### config.mk
export PLATFORM = sky130hd
export DESIGN_NAME = image_rotate_flip_address_core
export DESIGN_NICKNAME = d
export VERILOG_FILES = /design/src/sv/irfa_pkg.sv /design/src/sv/irfa_cfg_regs.sv /design/src/sv/irfa_coord.sv /design/src/sv/irfa_offset.sv /design/src/sv/image_rotate_flip_address_core.sv
export VERILOG_INCLUDE_DIRS = /design/src /design/src/sv
export SDC_FILE = /design/constraint.sdc
export NUM_CORES = 1
export LEC_CHECK = 0
export ABC_AREA = 0
export BUFFER_PORTS_ARGS = -buffer_cell sky130_fd_sc_hd__buf_2
export CAP_MARGIN = 20
export CORE_UTILIZATION = 40
export CTS_CLUSTER_SIZE = 10
export DETAILED_ROUTE_END_ITERATION = 10
export MAX_ROUTING_LAYER = met4
export PLACE_DENSITY = 0.62
export SETUP_SLACK_MARGIN = 0.02
export SYNTH_ARGS = -nofsm -noshare
export SYNTH_HDL_FRONTEND = slang
export SYNTH_SLANG_ARGS = --single-unit
export TNS_END_PERCENT = 50
### constraint.sdc
create_clock -name clk -period 8.05 [get_ports clk]
set_clock_uncertainty 0.2 [all_clocks]
set_input_delay 0 -clock clk [delete_from_list [all_inputs] [get_ports clk]]
set_output_delay 0 -clock clk [all_outputs]
set_load 0.1 [all_outputs]
### src/sv/image_rotate_flip_address_core_assert.svh
// Assertion macros shared by the rotate/flip address core.
`ifndef IMAGE_ROTATE_FLIP_ADDRESS_CORE_ASSERT_SVH
`define IMAGE_ROTATE_FLIP_ADDRESS_CORE_ASSERT_SVH

// same-cycle implication
`define IRFA_ASSERT_IMP(lbl, clk, rstn, ante, cons) \
    lbl: assert property (@(posedge clk) disable iff (!rstn) (ante) |-> (cons)) \
        else $error("irfa assertion failed");

// next-cycle implication
`define IRFA_ASSERT_NXT(lbl, clk, rstn, ante, cons) \
    lbl: assert property (@(posedge clk) disable iff (!rstn) (ante) |=> (cons)) \
        else $error("irfa assertion failed");

`endif

### src/sv/irfa_pkg.sv
`default_nettype none

package irfa_pkg;

    localparam int MODE_W     = 3;
    localparam int DIM_W      = 13;
    localparam int STRIDE_W   = 14;
    localparam int PB_W       = 2;
    localparam int PIX_W      = 16;
    localparam int COORD_W    = 12;
    localparam int OFF_W      = 25;
    localparam int CFG_IDX_W  = 3;
    localparam int CFG_DATA_W = 14;
    localparam int MAX_DIM_DEF = 4096;

    typedef enum logic [MODE_W-1:0] {
        MODE_TRANSPOSE = 3'd0,
        MODE_ROT_LEFT  = 3'd1,
        MODE_ROT_RIGHT = 3'd2,
        MODE_FLIP_V    = 3'd3,
        MODE_FLIP_H    = 3'd4
    } irfa_mode_t;

    typedef enum logic [CFG_IDX_W-1:0] {
        REG_MODE   = 3'd0,
        REG_WIDTH  = 3'd1,
        REG_HEIGHT = 3'd2,
        REG_STRIDE = 3'd3,
        REG_PBYTES = 3'd4
    } irfa_reg_t;

    typedef struct packed {
        logic [MODE_W-1:0]   mode;
        logic [DIM_W-1:0]    width;
        logic [DIM_W-1:0]    height;
        logic [STRIDE_W-1:0] stride;
        logic [PB_W-1:0]     pbytes;
    } irfa_cfg_t;

    // stage 1 -> stage 2 payload
    typedef struct packed {
        logic [PIX_W-1:0]   pixel;
        logic [COORD_W-1:0] row;
        logic [COORD_W-1:0] col;
        logic               last;
    } irfa_coord_t;

endpackage

`default_nettype wire

### src/sv/irfa_cfg_regs.sv
`default_nettype none

module irfa_cfg_regs
    import irfa_pkg::*;
(
    input  wire logic                  clk,
    input  wire logic                  rst_n,
    input  wire logic                  cfg_wr_en,
    input  wire logic [CFG_IDX_W-1:0]  cfg_index,
    input  wire logic [CFG_DATA_W-1:0] cfg_wdata,
    output irfa_cfg_t                  cfg
);

    irfa_cfg_t cfg_reg;
    irfa_cfg_t cfg_next;

    always_comb
    begin
        cfg_next = cfg_reg;
        if (cfg_wr_en)
        begin
            case (cfg_index)
                REG_MODE:   cfg_next.mode   = cfg_wdata[MODE_W-1:0];
                REG_WIDTH:  cfg_next.width  = cfg_wdata[DIM_W-1:0];
                REG_HEIGHT: cfg_next.height = cfg_wdata[DIM_W-1:0];
                REG_STRIDE: cfg_next.stride = cfg_wdata[STRIDE_W-1:0];
                REG_PBYTES: cfg_next.pbytes = cfg_wdata[PB_W-1:0];
                default:    cfg_next = cfg_reg;
            endcase
        end
    end

    always_ff @(posedge clk or negedge rst_n)
    begin
        if (!rst_n)
        begin
            cfg_reg.mode   <= MODE_TRANSPOSE;
            cfg_reg.width  <= DIM_W'(1);
            cfg_reg.height <= DIM_W'(1);
            cfg_reg.stride <= STRIDE_W'(1);
            cfg_reg.pbytes <= PB_W'(1);
        end
        else
        begin
            cfg_reg <= cfg_next;
        end
    end

    assign cfg = cfg_reg;

endmodule

`default_nettype wire

### src/sv/irfa_coord.sv
`default_nettype none

`include "image_rotate_flip_address_core_assert.svh"

module irfa_coord
    import irfa_pkg::*;
#(
    parameter int MAX_DIM = MAX_DIM_DEF
)
(
    input  wire logic             clk,
    input  wire logic             rst_n,
    input  irfa_cfg_t             cfg,
    input  wire logic             in_valid,
    output logic                  in_ready,
    input  wire logic [PIX_W-1:0] pixel,
    output logic                  s1_valid,
    input  wire logic             s1_ready,
    output irfa_coord_t           s1_data
);

    // dimension registers are DIM_W bits, so larger limits never clamp
    localparam int DIM_CAP = (MAX_DIM > (2**DIM_W - 1)) ? (2**DIM_W - 1) : MAX_DIM;
    localparam int CNT_W   = $clog2(DIM_CAP);
    localparam logic [DIM_W-1:0] DIM_CLAMP = DIM_W'(DIM_CAP);

    logic [CNT_W-1:0] src_col_reg, src_col_next;
    logic [CNT_W-1:0] src_row_reg, src_row_next;
    logic             v1_reg, v1_next;
    irfa_coord_t      s1_reg, s1_next;

    logic [DIM_W-1:0] w_eff, h_eff, x_ext, y_ext, w_mirror, h_mirror;
    logic             last_col, last_row, accept;

    always_comb
    begin
        if (cfg.width == '0)
            w_eff = DIM_W'(1);
        else if (32'(cfg.width) > MAX_DIM)
            w_eff = DIM_CLAMP;
        else
            w_eff = cfg.width;

        if (cfg.height == '0)
            h_eff = DIM_W'(1);
        else if (32'(cfg.height) > MAX_DIM)
            h_eff = DIM_CLAMP;
        else
            h_eff = cfg.height;
    end

    assign x_ext    = DIM_W'(src_col_reg);
    assign y_ext    = DIM_W'(src_row_reg);
    assign last_col = x_ext >= (w_eff - DIM_W'(1));
    assign last_row = y_ext >= (h_eff - DIM_W'(1));
    // mirrored coordinates wrap if a counter sits past a shrunk size
    assign w_mirror = w_eff - DIM_W'(1) - x_ext;
    assign h_mirror = h_eff - DIM_W'(1) - y_ext;

    assign in_ready = !v1_reg || s1_ready;
    assign accept   = in_valid && in_ready;

    always_comb
    begin
        s1_next       = s1_reg;
        s1_next.pixel = pixel;
        s1_next.last  = last_col && last_row;
        case (cfg.mode)
            MODE_ROT_LEFT:
            begin
                s1_next.row = w_mirror[COORD_W-1:0];
                s1_next.col = y_ext[COORD_W-1:0];
            end
            MODE_ROT_RIGHT:
            begin
                s1_next.row = x_ext[COORD_W-1:0];
                s1_next.col = h_mirror[COORD_W-1:0];
            end
            MODE_FLIP_V:
            begin
                s1_next.row = h_mirror[COORD_W-1:0];
                s1_next.col = x_ext[COORD_W-1:0];
            end
            MODE_FLIP_H:
            begin
                s1_next.row = y_ext[COORD_W-1:0];
                s1_next.col = w_mirror[COORD_W-1:0];
            end
            default:
            begin
                s1_next.row = x_ext[COORD_W-1:0];
                s1_next.col = y_ext[COORD_W-1:0];
            end
        endcase

        src_col_next = src_col_reg;
        src_row_next = src_row_reg;
        if (accept)
        begin
            if (last_col)
            begin
                src_col_next = '0;
                src_row_next = last_row ? '0 : src_row_reg + 1'b1;
            end
            else
            begin
                src_col_next = src_col_reg + 1'b1;
            end
        end

        v1_next = v1_reg;
        if (accept)
            v1_next = 1'b1;
        else if (s1_ready)
            v1_next = 1'b0;
    end

    always_ff @(posedge clk or negedge rst_n)
    begin
        if (!rst_n)
        begin
            src_col_reg <= '0;
            src_row_reg <= '0;
            v1_reg      <= 1'b0;
        end
        else
        begin
            src_col_reg <= src_col_next;
            src_row_reg <= src_row_next;
            v1_reg      <= v1_next;
        end
    end

    always_ff @(posedge clk)
    begin
        if (accept)
            s1_reg <= s1_next;
    end

    assign s1_valid = v1_reg;
    assign s1_data  = s1_reg;

    `IRFA_ASSERT_NXT(a_s1_hold, clk, rst_n, v1_reg && !s1_ready, v1_reg && $stable(s1_reg))
    `IRFA_ASSERT_NXT(a_frame_wrap, clk, rst_n, accept && last_col && last_row, src_col_reg == '0 && src_row_reg == '0)
    `IRFA_ASSERT_NXT(a_col_step, clk, rst_n, accept && !last_col, src_col_reg == $past(src_col_reg) + 1'b1)
    `IRFA_ASSERT_NXT(a_cnt_idle, clk, rst_n, !accept, $stable(src_col_reg) && $stable(src_row_reg))

endmodule

`default_nettype wire

### src/sv/irfa_offset.sv
`default_nettype none

module irfa_offset
    import irfa_pkg::*;
(
    input  wire logic                clk,
    input  wire logic                rst_n,
    input  irfa_cfg_t                cfg,
    input  wire logic                s1_valid,
    output logic                     s1_ready,
    input  irfa_coord_t              s1_data,
    output logic                     out_valid,
    input  wire logic                out_ready,
    output logic [PIX_W-1:0]         pixel_out,
    output logic [COORD_W-1:0]       dst_row,
    output logic [COORD_W-1:0]       dst_col,
    output logic [OFF_W-1:0]         dst_offset,
    output logic                     frame_last
);

    logic [COORD_W+STRIDE_W-1:0] row_bytes;
    logic [COORD_W:0]            col_bytes;
    logic [OFF_W-1:0]            offset_next;
    logic                        v2_reg, v2_next, load;

    logic [PIX_W-1:0]   pixel_reg;
    logic [COORD_W-1:0] row_reg, col_reg;
    logic [OFF_W-1:0]   offset_reg;
    logic               last_reg;

    assign row_bytes   = s1_data.row * cfg.stride;
    // pixel_bytes codes 2 and 3 mean two bytes, 0 and 1 mean one
    assign col_bytes   = cfg.pbytes[1] ? {s1_data.col, 1'b0} : {1'b0, s1_data.col};
    assign offset_next = row_bytes[OFF_W-1:0] + OFF_W'(col_bytes);

    assign s1_ready = !v2_reg || out_ready;
    assign load     = s1_valid && s1_ready;

    always_comb
    begin
        v2_next = v2_reg;
        if (load)
            v2_next = 1'b1;
        else if (out_ready)
            v2_next = 1'b0;
    end

    always_ff @(posedge clk or negedge rst_n)
    begin
        if (!rst_n)
            v2_reg <= 1'b0;
        else
            v2_reg <= v2_next;
    end

    always_ff @(posedge clk)
    begin
        if (load)
        begin
            pixel_reg  <= s1_data.pixel;
            row_reg    <= s1_data.row;
            col_reg    <= s1_data.col;
            offset_reg <= offset_next;
            last_reg   <= s1_data.last;
        end
    end

    assign out_valid  = v2_reg;
    assign pixel_out  = pixel_reg;
    assign dst_row    = row_reg;
    assign dst_col    = col_reg;
    assign dst_offset = offset_reg;
    assign frame_last = last_reg;

endmodule

`default_nettype wire

### src/sv/image_rotate_flip_address_core.sv
// Rotate/flip destination address generator, two register stages.
// A pixel accepted into the stage-1 register passes into the stage-2 register and is then valid on the output.
// Throughput: one transaction per cycle while out_ready stays high; the stage-2 multiply and add set the clock limit.
// Input ready depends only on the pipeline registers and output ready.
// Reset (rst_n, async, active low) empties both stages, zeroes the raster counters
// and returns the registers to mode 0, width 1, height 1, stride 1, one byte per pixel.
`default_nettype none

module image_rotate_flip_address_core
    import irfa_pkg::*;
#(
    parameter int MAX_DIM = MAX_DIM_DEF
)
(
    input  wire logic                  clk,
    input  wire logic                  rst_n,
    input  wire logic                  cfg_wr_en,
    input  wire logic [CFG_IDX_W-1:0]  cfg_index,
    input  wire logic [CFG_DATA_W-1:0] cfg_wdata,
    input  wire logic                  in_valid,
    output logic                       in_ready,
    input  wire logic [PIX_W-1:0]      pixel,
    output logic                       out_valid,
    input  wire logic                  out_ready,
    output logic [PIX_W-1:0]           pixel_out,
    output logic [COORD_W-1:0]         dst_row,
    output logic [COORD_W-1:0]         dst_col,
    output logic [OFF_W-1:0]           dst_offset,
    output logic                       frame_last
);

    irfa_cfg_t   cfg;
    irfa_coord_t s1_data;
    logic        s1_valid, s1_ready;

    irfa_cfg_regs u_cfg (
        .clk       (clk),
        .rst_n     (rst_n),
        .cfg_wr_en (cfg_wr_en),
        .cfg_index (cfg_index),
        .cfg_wdata (cfg_wdata),
        .cfg       (cfg)
    );

    irfa_coord #(
        .MAX_DIM (MAX_DIM)
    ) u_coord (
        .clk      (clk),
        .rst_n    (rst_n),
        .cfg      (cfg),
        .in_valid (in_valid),
        .in_ready (in_ready),
        .pixel    (pixel),
        .s1_valid (s1_valid),
        .s1_ready (s1_ready),
        .s1_data  (s1_data)
    );

    irfa_offset u_offset (
        .clk        (clk),
        .rst_n      (rst_n),
        .cfg        (cfg),
        .s1_valid   (s1_valid),
        .s1_ready   (s1_ready),
        .s1_data    (s1_data),
        .out_valid  (out_valid),
        .out_ready  (out_ready),
        .pixel_out  (pixel_out),
        .dst_row    (dst_row),
        .dst_col    (dst_col),
        .dst_offset (dst_offset),
        .frame_last (frame_last)
    );

endmodule

`default_nettype wire

==> impl_metrics.sql <==
INSERT INTO impl_metrics (metric_group, metric, value, unit) VALUES
('sta', 'finalSetupViolations', '0', ''),
('final_layout', 'share_of_layout_cells_above_drive_strength_1', '12.21', '%'),
('yosys', 'ys_warn_count', '0', ''),
('clocking', 'clock_latency', '450', 'ps'),
('die', 'floorplan_die_height', '197.7', 'um'),
('final_layout', 'largest_reg_flops', '44', ''),
('global_route', 'first_global_vias', '11300', ''),
('global_route', 'grt.overflow.total', '0', ''),
('final_layout', 'final_cell_mix', '250 x sky130_fd_sc_hd__inv_1, 151 x sky130_fd_sc_hd__nand2_1, 133 x sky130_fd_sc_hd__fa_1, 119 x sky130_fd_sc_hd__ha_1, 107 x sky130_fd_sc_hd__edfxtp_1', ''),
('yosys', 'number_of_synthesized_flops_with_an_enable_pin', '107', ''),
('worst_setup_path', 'worst_setup_path_startpoint', 'u_coord.s1_data[21]$_DFFE_PP_', ''),
('worst_setup_path', 'timing.setup.critical_path_class', 'flop to flop', ''),
('sta', 'finalHoldViolations', '0', ''),
('sta', 'maxSlewHeadroom', '35.93', '%'),
('clocking', 'cts.sinks', '177', ''),
('die', 'initial_core_util', '40.67', '%'),
('final_layout', 'mostFrequentLayoutCell', 'sky130_fd_sc_hd__inv_1', ''),
('min_path', 'path_category_of_the_worst_min_delay_check', 'input port to flop', ''),
('clocking', 'cts.hold.buffers_added', '44', ''),
('yosys', 'synth_async_sr_flop_share', '39.55', '%'),
('clocking', 'cts.path.max_buffers', '2', ''),
('global_route', 'initial_antenna_violation_count', '0', ''),
('placement', 'io_buffer_count', '105', ''),
('yosys', 'number_of_distinct_library_cells_after_synthesis', '71', ''),
('detailed_routing', 'drtIter0Drc', '693', ''),
('run', 'maxCapViolCount', '0', ''),
('worst_setup_path', 'crit_required', '8050', 'ps'),
('yosys', 'synthesis.area', '15320', 'um^2'),
('die', 'fp.dieW', '197.7', 'um'),
('worst_setup_path', 'startpoint_type', 'flop', ''),
('yosys', 'synth_sequential_area_ratio', '32.43', '%'),
('worst_setup_path', 'critical-path-top-delay-family', 'adder cells', ''),
('die', 'std_cell_rows', '71', ''),
('yosys', 'synth_cells', '1549', ''),
('sta', 'max_freq', '0.1704', 'GHz'),
('yosys', 'synth_top_cell_by_area', 'sky130_fd_sc_hd__edfxtp_1', ''),
('clocking', 'post-cts-setup-buffers', '0', ''),
('worst_setup_path', 'timing.critical_path.arrival', '5870', 'ps'),
('die', 'core_area', '37670', 'um^2'),
('global_route', 'pin_count_of_the_biggest_net_entering_global_routing', '71', ''),
('worst_setup_path', 'worstPathBufferInverterCount', '4', ''),
('sta', 'rsz0062_at_grt', 'no', ''),
('clocking', 'cts.root.buffer_cell', 'sky130_fd_sc_hd__clkbuf_16', ''),
('worst_setup_path', 'setup.worst_path.end', 'u_offset.dst_offset[24]$_DFFE_PP_', ''),
('worst_setup_path', 'r2r.worst_path.cells', '18', ''),
('detailed_routing', 'post_detailed_route_via_to_cell_ratio', '5.119', ''),
('final_layout', 'syn2layout_area_growth', '12.95', '%'),
('final_layout', 'fillerInstances', '3606', ''),
('sta', 'timing.setup.tns', '0', 'ps'),
('global_route', 'grt_first_pass_wirelength', '61.38', 'mm'),
('die', 'floorplan.die_area', '39080', 'um^2'),
('yosys', 'ys_top_cells_by_area', 'sky130_fd_sc_hd__edfxtp_1 21%, sky130_fd_sc_hd__fa_1 17%, sky130_fd_sc_hd__dfrtp_1 11%, sky130_fd_sc_hd__ha_1 9.7%, sky130_fd_sc_hd__inv_1 6.2%', ''),
('detailed_routing', 'antenna_violating_nets_post_route', '0', ''),
('yosys', 'synth_ff_type', 'sky130_fd_sc_hd__edfxtp_1', ''),
('clocking', 'cts_tree', 'done', ''),
('clocking', 'clk_transition_reported_paths', '80', 'ps'),
('final_layout', 'antenna_cells_inserted', '0', ''),
('sta', 'timing.final.ws_setup', '2180', 'ps'),
('clocking', 'cts-buffers-inserted', '17', ''),
('worst_setup_path', 'cpMaxStageDelayCell', 'sky130_fd_sc_hd__edfxtp_1', ''),
('run_status', 'status', 'complete, no violations', ''),
('final_layout', 'finalNetCount', '1956', ''),
('detailed_routing', 'number_of_vias_in_the_routed_layout', '11210', ''),
('worst_setup_path', 'path_cells', 'and2_1, fa_1, inv_1, fa_1, inv_1, fa_1, fa_1, inv_1, fa_1, inv_1, ha_1, o21ai_0, a22oi_1, o2111ai_1, nand4_1, and2_1, a31oi_1, xnor2_1', ''),
('worst_setup_path', 'end_kind', 'flop', ''),
('worst_setup_path', 'critical-path-top-cell-by-count', 'sky130_fd_sc_hd__fa_1', ''),
('worst_setup_path', 'rr_startpoint', 'u_coord.s1_data[21]$_DFFE_PP_', ''),
('final_layout', 'finish.utilization', '45.94', '%'),
('placement', 'place_hpwl', '29.51', 'mm'),
('placement', 'placed_instance_count', '2113', ''),
('sta', 'slew_of_the_pin_with_the_lowest_slew_margin', '961.1', 'ps');
## stage by stage
| stage | area, um^2 | hold slack (ps) |
|---|---|---|
| floorplan | 15320 | -495.6 |
| global placement | 16290 | -22.28 |
| detailed placement | 16300 | -21.63 |
| CTS | 17300 | 29.26 |
| global route | 17300 | 40.38 |
| finish | 17300 | 58.13 |
## cell type report
type	count	area, um^2	area share (%)
clock buffer	20	456.7	2.639
sequential	177	4969	28.72
multi-input combinational	1062	9170	53.00
inverter	251	942.2	5.445
tap	511	639.4	3.695
timing repair buffer	157	1026	5.930
clock inverter	12	100.1	0.5785
## how the worst min path moves through the flow
stage | slack (ps) | endpoint | startpoint | depth (start not counted)
6_report | 60 | u_coord.s1_data[39]$_DFFE_PP_ | pixel[14] | 2
2_1_floorplan | -500 | u_cfg.cfg[10]$_DFFE_PN0P_ | rst_n | 0
5_1_grt | 40 | u_coord.s1_data[36]$_DFFE_PP_ | pixel[11] | 2
3_3_place_gp | -20 | u_coord.s1_data[33]$_DFFE_PP_ | pixel[8] | 1
3_5_place_dp | -20 | u_coord.s1_data[35]$_DFFE_PP_ | pixel[10] | 1
4_1_cts | 30 | u_coord.s1_data[33]$_DFFE_PP_ | pixel[8] | 2
## cell families after synthesis
| family | Yosys count | share of synthesized area (%) |
|---|---|---|
| AOI/OAI and AO/OA | 258 | 11.27 |
| xor gates and xnor gates | 56 | 3.202 |
| adders and majority gates | 252 | 27.10 |
| buffers and inverters | 310 | 7.719 |
| DFF | 177 | 32.43 |
| muxes | 56 | 4.010 |
| and+or+nand+nor | 440 | 14.26 |
## worst register-to-register path: cells and delay by family, from the launching register on
kind,cells,cell delay (ps)
DFF,1,650
and+or+nand+nor,3,690
xor gates and xnor gates,1,140
AOI/OAI and AO/OA,4,780
buffers and inverters,4,200
adders and majority gates,6,2950
## cells in the mapped netlist (22+ instances only)
master,n
sky130_fd_sc_hd__xnor2_1,37
sky130_fd_sc_hd__edfxtp_1,107
sky130_fd_sc_hd__nand2_1,151
sky130_fd_sc_hd__o21ai_0,48
sky130_fd_sc_hd__nand3_1,22
sky130_fd_sc_hd__a21oi_1,67
sky130_fd_sc_hd__and2_1,92
sky130_fd_sc_hd__inv_1,251
sky130_fd_sc_hd__clkbuf_1,55
sky130_fd_sc_hd__fa_1,133
sky130_fd_sc_hd__dfrtp_1,67
sky130_fd_sc_hd__mux2_2,43
sky130_fd_sc_hd__nor2_1,80
sky130_fd_sc_hd__ha_1,119
## routing by layer
layer  GRT usage, %  share of wire (%)  vias up
met5              -                  0        -
met4          5.685                2.0        0
met3          3.151                3.9       44
met2          34.83                 49      253
met1          27.52                 46     5518
li1               -                  -     5396
Power is not shown: default switching activity piles up to over one toggle a cycle in this logic, so the estimate is an artifact.
